### config.mk
export PLATFORM = sky130hd
export DESIGN_NAME = vox_ram
export DESIGN_NICKNAME = d
export VERILOG_FILES = /design/src/rtl/vox_ram.sv
export SDC_FILE = /design/constraint.sdc
export NUM_CORES = 1
export LEC_CHECK = 0
export ABC_AREA = 0
export BUFFER_PORTS_ARGS = -buffer_cell sky130_fd_sc_hd__buf_2
export CORE_UTILIZATION = 40
export CTS_CLUSTER_SIZE = 10
export DETAILED_ROUTE_END_ITERATION = 10
export PLACE_DENSITY = 0.56
export SLEW_MARGIN = 20
export SYNTH_ARGS = -nofsm -noshare
export SYNTH_HDL_FRONTEND = slang
export SYNTH_SLANG_ARGS = --single-unit
### constraint.sdc
create_clock -name clk -period 3.4 [get_ports clk]
set_input_delay 0.68 -clock clk [delete_from_list [all_inputs] [get_ports clk]]
set_output_delay 0.68 -clock clk [all_outputs]
set_load 0.02 [all_outputs]
### src/rtl/vox_ram.sv
`timescale 1ns / 1ps
// ----------------------------------------------------------------------------
// vox_ram: generic simple dual-port RAM
// One write port, one read port with registered read data.
// ----------------------------------------------------------------------------
module vox_ram #(
  parameter int WIDTH = 8,
  parameter int DEPTH = 128
) (
  input  logic                     clk,
  input  logic                     we,
  input  logic [$clog2(DEPTH)-1:0] waddr,
  input  logic [WIDTH-1:0]         wdata,
  input  logic                     re,
  input  logic [$clog2(DEPTH)-1:0] raddr,
  output logic [WIDTH-1:0]         rdata
);

  logic [WIDTH-1:0] mem [DEPTH];

  always_ff @(posedge clk) begin
    if (we) begin
      mem[waddr] <= wdata;
    end
    if (re) begin
      rdata <= mem[raddr];
    end
  end

endmodule
==> summary.md, run 1 <==
| Metric | Value |
|---|---|
| Std-Cell Rows | `115` |
| RSZ-0062 raised after global routing | `no` |
| CTS tree | `yes` |
| Post-CTS sizing | `0` |
| Clk sinks | `1032` |
| Synthesized area per cell | `24.3 µm²` |
| Clock Skew | `0.0151 ns` |
| Worst r2r path cells | `4` |
| Initial core utilization | `0.404` |
| DRT iter0 DRCs | `1973` |
| TritonRoute pass-1 iters | `5` |
| Worst Hold Class | `in -> reg` |
| Min cycle time layout | `2.87 ns` |
| Yosys top cell by area | `edfxtp_1` |
| WP buf/inv | `4` |
| Port Buf Inserts | `32` |
| Slew at the pin closest to its max-slew limit | `1.03 ns` |
| Synth Register Bits | `1032` |
| Fin nets | `1948` |
| Vias per cell | `5.62` |
| DP Wirelength | `62900 µm` |
| H-tree depth | `3` |
| CTS root buf | `clkbuf_16` |
| Die Y | `317 µm` |
| FF-to-FF Start | `mem[90][7]` |
| Vias in the first global route | `18687` |
| Crit end category | `flip-flop` |
| Synth top area cells | `edfxtp_1, mux4_2, nor2_1` |
| Achievable frequency | `0.349 GHz` |
| Yosys warning total | `0` |
| Longest Clk Path Bufs | `3` |
| First-pass GRT wire length | `137000 µm` |
| Fin crit share | `0.843` |
| Slowest-stage cell, CP | `mux4_2` |
| Worst hold slack | `0.423 ns` |
| I/O pins | `33` |
| Crit. Startpoint | `raddr[0]` |
| Width of the die | `317 µm` |
| Setup crit start kind | `input port` |
| Layout cells sized above 1 | `0.375` |
| FILL cells | `8023` |
| Layout area overhead | `16.6%` |
| Asr flop ratio synth | `0` |
| P_leak | `14.5 nW` |
| Yosys top cell area share | `0.780` |
| Congestion Overflow GR | `0` |
| GRT Util Overall | `0.194` |
| Crit Path Max Fanout | `18` |
| CP Class | `in -> reg` |
| R2r setup slk | `0.79 ns` |
| Worst reg2reg path endpoint | `rdata[7]` |
| Top_reg_cell synth | `edfxtp_1` |
| Num CTS Buffers | `114` |
| CTS Hold Bufs | `0` |
| Drt wl/cell | `29.6 µm` |
| Syn Nets | `1660` |
| Core Area | `98400 µm²` |
| Post-synth EDFFs | `1032` |
| Delay-heaviest family, CP | `multiplexers` |
| # Post-CTS Setup Buffers | `0` |
| Slew Viols, Final | `0` |
| Instance count on the critical path | `8` |
| DIE AREA | `101000 µm²` |
| Initial antenna violation count | `10` |
| Largest net degree at the start of global routing | `92` |
| Post-route antenna net violation count | `0` |
| Slowest Stage Delay on Critical Path | `0.56 ns` |
| Status | `completed` |
| Commonest non-fill, non-tap cell in the layout | `edfxtp_1` |
| DRC | `0` |
| Setup violators final | `0` |
| Max-cap violations | `0` |
| Crit path to | `rdata[7]` |
| Vias post-DR | `18167` |
| Commonest cells after routing, fill and taps aside | `edfxtp_1, mux4_2, buf_4` |
| Clock transition at the registers of the reported paths | `0.06 ns` |
| Worst rel slew slack | `0.317` |
| Worst EP arrival | `3.29 ns` |
| Mapped Area | `39700 µm²` |
| Worst IR Drop VDD | `0.421 mV` |
| Netlist cell types | `16` |
| Synthesized instance count | `1635` |
| GP Congestion | `0.825` |
| Sequential area share after synthesis | `0.780` |
| Final hold vios | `0` |
| Skew-Pair Late Insertion Delay | `0.69 ns` |
| Pwr dens | `562 nW/µm²` |
| Final core occ | `0.471` |
| Drt total wl | `95600 µm` |
| Critical-path cell list | `buf_8 -> buf_12 -> buf_12 -> buf_12 -> mux4_2 -> mux4_2 -> mux4_2 -> mux2_2` |
| Crit path required time | `3.83 ns` |
-- cell type report --
type / count / area, µm² / area share
Antenna cell: 5 / 12.5 / 0.000270
Clock buffer: 124 / 2930 / 0.0633
Clock inverter: 8 / 78.8 / 0.00170
Multi-Input combinational cell: 514 / 8350 / 0.180
Sequential cell: 1032 / 31000 / 0.669
Tap cell: 1287 / 1610 / 0.0347
Timing Repair Buffer: 261 / 2360 / 0.0510
-- logic make-up (layout without fill, tap and decap cells) --
group,after synthesis,after routing,share of synthesized area
flops,1032,1032,0.780
mux,344,344,0.193
simple gates,170,170,0.0175
buf+inv,89,393,0.0101
other cells,0,5,0
-- worst min path at each step --
stage                   from  depth (start not counted)        end  slack, ns
finish                    re                          1   rdata[3]       0.42
global route              re                          1   rdata[5]       0.38
CTS                       re                          1   rdata[5]       0.38
detailed placement        re                          1   rdata[3]       1.10
global placement          re                          1   rdata[3]       1.10
floorplan           wdata[0]                          0  mem[0][0]       0.78
-- power by group --
part	switching, W	internal (W)	total [W]
sequential	0.0000301	0.0141	0.0141
combinational	0.000812	0.000616	0.00143
clock	0.00450	0.00600	0.0105
-- sequential cells by signal (all words and copies together), names as in the netlist --
register	flops
rdata	8
mem	1024
-- Yosys cell counts, types with 7 or more instances --
cell	number
buf_1	18
buf_4	11
edfxtp_1	1032
nor2b_1	7
nor3_1	9
clkbuf_1	44
nand3_1	12
mux4_2	336
buf_2	15
mux2_2	8
nor2_1	122
nand2_1	14
-- through the flow --
stage | TNS, ns | cell area, µm² | power (W) | worst slack [ns] | instances
after detailed placement | -0.883 | 43300 | 0.0158 | -0.161 | 3094
after CTS | 0 | 46300 | 0.0263 | 0.557 | 3226
after floorplan | 0 | 39700 | 0.0151 | 0.0767 | 1635
final | 0 | 46300 | 0.0260 | 0.533 | 3231
after global placement | -0.923 | 43300 | 0.0158 | -0.167 | 3094
after global routing | 0 | 46300 | 0.0268 | 0.528 | 3228
-- metal layers --
metal | track usage | vias to the layer above | share of wire
met5 | 0 | - | 0.00042
met4 | 0.0501 | 6 | 0.022
met3 | 0.0353 | 112 | 0.064
met2 | 0.315 | 622 | 0.50
met1 | 0.272 | 9867 | 0.42
li1 | - | 7560 | -
No activity file was read; power rests on OpenSTA's default activity.
==> run 2, diff against run 1 <==
- ABC_AREA: 0 -> 1
- PLACE_DENSITY: 0.56 -> 0.54
- clock period: 3.4 -> 2.84 ns (I/O delays scaled with it)
==> run 2 against run 1 <==
Effect of this change: clock power rose by 24%; critical endpoint is now rdata[2]; final area is 4.7% higher; sequential power up 20%; largest power group unchanged; power rose by 23%; sequential cell count did not move; hold slack worse by 0.12 ns.
==> summary.md, run 2 <==
| Metric | Value |
|---|---|
| Status | `completed` |
| Achievable frequency | `0.493 GHz` |
| Slew Viols, Final | `0` |
| Initial antenna violation count | `7` |
| Drt wl/cell | `22.9 µm` |
| Count leader, synth | `nand2_1` |
| Largest registers | `mem: 1024 flops, rdata: 8 flops` |
| Num CTS Buffers | `116` |
| Fin crit share | `0.715` |
| GP Congestion | `0.840` |
| Worst EP arrival | `2.59 ns` |
| CTS Hold Bufs | `0` |
| Vias per cell | `5.37` |
| # Post-CTS Setup Buffers | `0` |
| I/O pins | `33` |
| Layout cells sized above 1 | `0.111` |
| Synthesized instance count | `3575` |
| Mapped Area | `42200 µm²` |
| Total placed cells including tap cells | `5013` |
| Met1 wire length | `53200 µm` |
| CP Class | `in -> reg` |
| Worst Hold Class | `in -> reg` |
| Congestion Overflow GR | `0` |
| Worst rel slew slack | `0.561` |
| Width of the die | `327 µm` |
| Drt total wl | `118000 µm` |
| Netlist cell types | `13` |
| Largest register FFs | `1024` |
| Min cycle time layout | `2.03 ns` |
| Clock transition at the registers of the reported paths | `0.06 ns` |
| Fin nets | `3776` |
| Met3 Wirelength | `8290 µm` |
| Crit Path Max Fanout | `51` |
| Die Y | `327 µm` |
| RSZ-0062 raised after global routing | `no` |
| Worst r2r path cells | `10` |
| Post-synth EDFFs | `1032` |
| Sequential area share after synthesis | `0.735` |
| Syn Nets | `3600` |
| H-tree depth | `3` |
| Setup crit start kind | `input port` |
| Final setup TNS | `0 ns` |
| Std-Cell Rows | `118` |
| Final hold vios | `0` |
| Clock Skew | `0.0162 ns` |
| Yosys top cell by area | `edfxtp_1` |
| Commonest non-fill, non-tap cell in the layout | `nand2_1` |
| Max-cap violations | `0` |
| Asr flop ratio synth | `0` |
| Worst hold slack | `0.301 ns` |
| Core Area | `104000 µm²` |
| Clk sinks | `1032` |
| Largest net degree at the start of global routing | `88` |
| Port Buf Inserts | `32` |
| Crit end category | `flip-flop` |
| Crit path required time | `3.40 ns` |
| Longest Clk Path Bufs | `3` |
| CTS root buf | `clkbuf_16` |
| Vias in the first global route | `26837` |
| Synth Register Bits | `1032` |
| DRC | `0` |
| Synthesized area per cell | `11.8 µm²` |
| WL met2 | `54200 µm` |
| CTS tree | `yes` |
| Layout area overhead | `15.0%` |
| TritonRoute pass-1 iters | `6` |
| Vias post-DR | `27734` |
| Top Layer Used | `met5` |
| Post-route antenna net violation count | `0` |
| Post-CTS sizing | `0` |
| Worst IR Drop VDD | `0.476 mV` |
| DRT iter0 DRCs | `2665` |
| Yosys top cell area share | `0.735` |
| GRT Util Overall | `0.223` |
| Synth top area cells | `edfxtp_1, nand3_1, nand2_1` |
| WHS Path Cells | `1` |
| Final cell count without fillers | `5167` |
| Skew-Pair Late Insertion Delay | `0.69 ns` |
| DIE AREA | `107000 µm²` |
| Pwr dens | `659 nW/µm²` |
| Initial core utilization | `0.405` |
| Most instantiated cells after synthesis | `nand2_1, edfxtp_1, nand3_1, nor2_1, buf_2` |
| Slew at the pin closest to its max-slew limit | `0.659 ns` |
| First-pass GRT wire length | `178000 µm` |
| Largest register by flop count | `mem` |
| Commonest cells after routing, fill and taps aside | `nand2_1, edfxtp_1, nand3_1` |
| DP Wirelength | `71100 µm` |
| Setup violators final | `0` |
| P_leak | `17.4 nW` |
| Yosys warning total | `0` |
| Top_reg_cell synth | `edfxtp_1` |
-- run 2: worst max-delay path, cell delays in order --
cell     delay [ns]
buf_8          0.15
inv_16         0.23
buf_12         0.24
buf_4          0.21
nand2_1        0.06
nand3_1        0.07
nand3_1        0.20
nand3_1        0.14
nand2_1        0.06
nand2_1        0.06
nand3_1        0.20
nand2_1        0.16
nand2_1        0.11
nand2_1        0.08
-- run 2: kinds of logic after synthesis --
kind of cell / Yosys count / share of synthesized area
flops: 1032 / 0.735
simple gates: 2288 / 0.231
buf+inv: 255 / 0.0339
-- run 2: metrics by stage --
stage	setup WS, ns	power [W]	instance area [µm²]	utilization
6_report	0.810	0.0320	48500	0.466
3_3_place_gp	0.165	0.0193	45400	0.436
3_5_place_dp	0.138	0.0193	45400	0.436
4_1_cts	0.862	0.0323	48500	0.466
5_1_grt	0.707	0.0330	48500	0.466
2_1_floorplan	0.916	0.0183	42200	-
-- run 2: cell type report --
class,instances,area [µm²]
repair buffers,289,2810
diodes,5,12.5
inverters,24,116
well taps,1380,1730
flip-flops and latches,1032,31000
clock buffers,136,3000
fillers,9488,55600
multi-input cells,2288,9760
clock inverters,13,109
-- run 2: where the power goes --
part	internal (W)	leakage, nW	switching [W]
registers	0.0168	9.29	0.0000234
clock network	0.00739	1.51	0.00559
logic	0.000591	6.62	0.00155
-- run 2: worst paths after layout --
| kind | from | to | slack (ns) |
|---|---|---|---|
| max | raddr[0] | rdata[2] | 0.81 |
| min | re | rdata[3] | 0.30 |
| max reg2reg | mem[3][2] | rdata[2] | 1.09 |
| min reg2reg | mem[112][7] | rdata[7] | 0.99 |
-- run 2: layer usage --
metal | up-vias | global-route usage
met5 | - | 0
met1 | 13745 | 0.326
li1 | 12902 | -
met3 | 164 | 0.0361
met4 | 4 | 0.0615
met2 | 919 | 0.343
==> run 3, diff against run 2 <==
- PLACE_DENSITY: 0.54 -> 0.56
- clock period: 2.84 -> 1.8 ns (I/O delays scaled with it)
==> run 3 against run 2 <==
Effect of this change: first-iteration DRC count is 1.4% higher; non-clock buffer count up 111; critical path type is now reg -> out; final area up 2.0%; the run now ends with setup timing left; die area unchanged; largest power group unchanged; critical path depth is 13 lower; largest cell class unchanged; sequential cell count is the same; worst setup slack got worse by 0.81 ns; clock power is 55% higher; sequential power increased by 57%; final cell count is 1.8% higher.
==> summary.md, run 3 (synthesis gave the netlist of run 2 again) <==
| Metric | Value |
|---|---|
| P_leak | `18.0 nW` |
| Post-route antenna net violation count | `0` |
| DP Wirelength | `74100 µm` |
| Clock Skew | `0.0262 ns` |
| # Post-CTS Setup Buffers | `0` |
| Worst IR Drop VDD | `0.738 mV` |
| Worst rel slew slack | `0.504` |
| Commonest non-fill, non-tap cell in the layout | `nand2_1` |
| Die Y | `327 µm` |
| DRC | `0` |
| TritonRoute pass-1 iters | `6` |
| CTS root buf | `clkbuf_16` |
| Core Area | `104000 µm²` |
| Largest register by flop count | `mem` |
| Vias post-DR | `27853` |
| CP Class | `reg -> out` |
| Drt wl/cell | `22.2 µm` |
| Largest register FFs | `1024` |
| Std-Cell Rows | `118` |
| Layout cells sized above 1 | `0.136` |
| GP Congestion | `0.869` |
| Clock transition at the registers of the reported paths | `0.06 ns` |
| Initial core utilization | `0.405` |
| Max-cap violations | `0` |
| Crit path required time | `1.44 ns` |
| Status | `finished, violations left` |
| Worst EP arrival | `1.44 ns` |
| Pwr dens | `1020 nW/µm²` |
| DIE AREA | `107000 µm²` |
| Initial antenna violation count | `8` |
| Final hold vios | `0` |
| RSZ-0062 raised after global routing | `yes` |
| Layout area overhead | `17.4%` |
| Achievable frequency | `0.555 GHz` |
| DRT iter0 DRCs | `2702` |
| Total Power | `0.0504 W` |
| DP Worst Slack | `-0.509 ns` |
| Largest net degree at the start of global routing | `89` |
| Setup violators final | `1` |
| Slowest-stage cell, CP | `edfxtp_1` |
| WP buf/inv | `1` |
| Critical-path cell list | `buf_6` |
| Clk sinks | `1032` |
| Vias per cell | `5.30` |
| Vias in the first global route | `26575` |
| Worst Hold Class | `in -> reg` |
| Commonest cells after routing, fill and taps aside | `nand2_1, edfxtp_1, nand3_1` |
| Drt total wl | `117000 µm` |
| Min cycle time layout | `1.80 ns` |
| Congestion Overflow GR | `0` |
| PnR worst setup slack | `-0.00258 ns` |
| Fin crit share | `1.00` |
| First-pass GRT wire length | `173000 µm` |
| Crit Path Max Fanout | `1` |
| Slew at the pin closest to its max-slew limit | `0.743 ns` |
| Largest registers | `mem: 1024 flops, rdata: 8 flops` |
| Skew-Pair Late Insertion Delay | `0.69 ns` |
| Crit end category | `primary output` |
| GRT Util Overall | `0.217` |
| Setup crit start kind | `flip-flop` |
| Final cell count without fillers | `5260` |
| H-tree depth | `3` |
| Fin nets | `3885` |
| Delay-heaviest family, CP | `flip-flops` |
| Slowest Stage Delay on Critical Path | `0.54 ns` |
| Port Buf Inserts | `32` |
| Num CTS Buffers | `114` |
| Slew Viols, Final | `0` |
| Total placed cells including tap cells | `5124` |
| CTS tree | `yes` |
| I/O pins | `33` |
| Width of the die | `327 µm` |
| CTS Hold Bufs | `0` |
| Failing checks | `setup timing` |
| Longest Clk Path Bufs | `3` |
| Final core occ | `0.476` |
## run 3: cell count changes in the layout (fill, tap and decap cells not counted), sizes merged
cell    delta
buf      +111
clkbuf    -10
clkinv     -3
diode      -2
inv        -2
bufinv     -1
## run 3: final cells by class
cell class,count,area [µm²]
timing repair buffer,400,3870
inverter,24,116
fill,9245,54600
clock buffer,126,2960
clock inverter,7,72.6
antenna,3,7.51
multi-input combinational,2288,9770
sequential,1032,31000
tap,1380,1730
## run 3: power by group
part           switching, W  internal [W]  leakage (nW)
Clock               0.00870        0.0114          1.48
Combinational       0.00250       0.00114          7.24
Sequential        0.0000375        0.0266          9.29
## run 3: path summary, 6_finish.rpt
check / from / endpoint / slack (ns) / cells past startpoint
setup reg to reg: mem[107][6] / rdata[6] / 0.09 / 10
setup / recovery: rdata[3] / rdata[3] / -0.003 / 1
hold reg to reg: mem[8][3] / rdata[3] / 0.99 / 10
hold / removal: wdata[2] / mem[64][2] / 0.04 / 1
## run 3: routing by layer
metal,global-route usage,vias to the layer above,share of wire
li1,-,13119,-
met1,0.310,13593,0.43
met2,0.345,962,0.47
met3,0.0370,171,0.074
met4,0.0561,8,0.024
met5,0,-,0.00039
## run 3: metrics by stage
stage,TNS (ns),cell area [µm²],hold slack (ns)
global placement,-27.97,46500,0.752
finish,-0.00258,49500,0.0370
floorplan,0,42200,0.459
CTS,-0.0203,49500,0.00608
global route,-0.0209,49500,0.0223
detailed placement,-31.01,46500,0.743
## run 3: what timing repair did
action                                  CTS  global route
pin swaps                                 0             0
gates resized for setup                   2             1
endpoints found under the setup margin    1             2
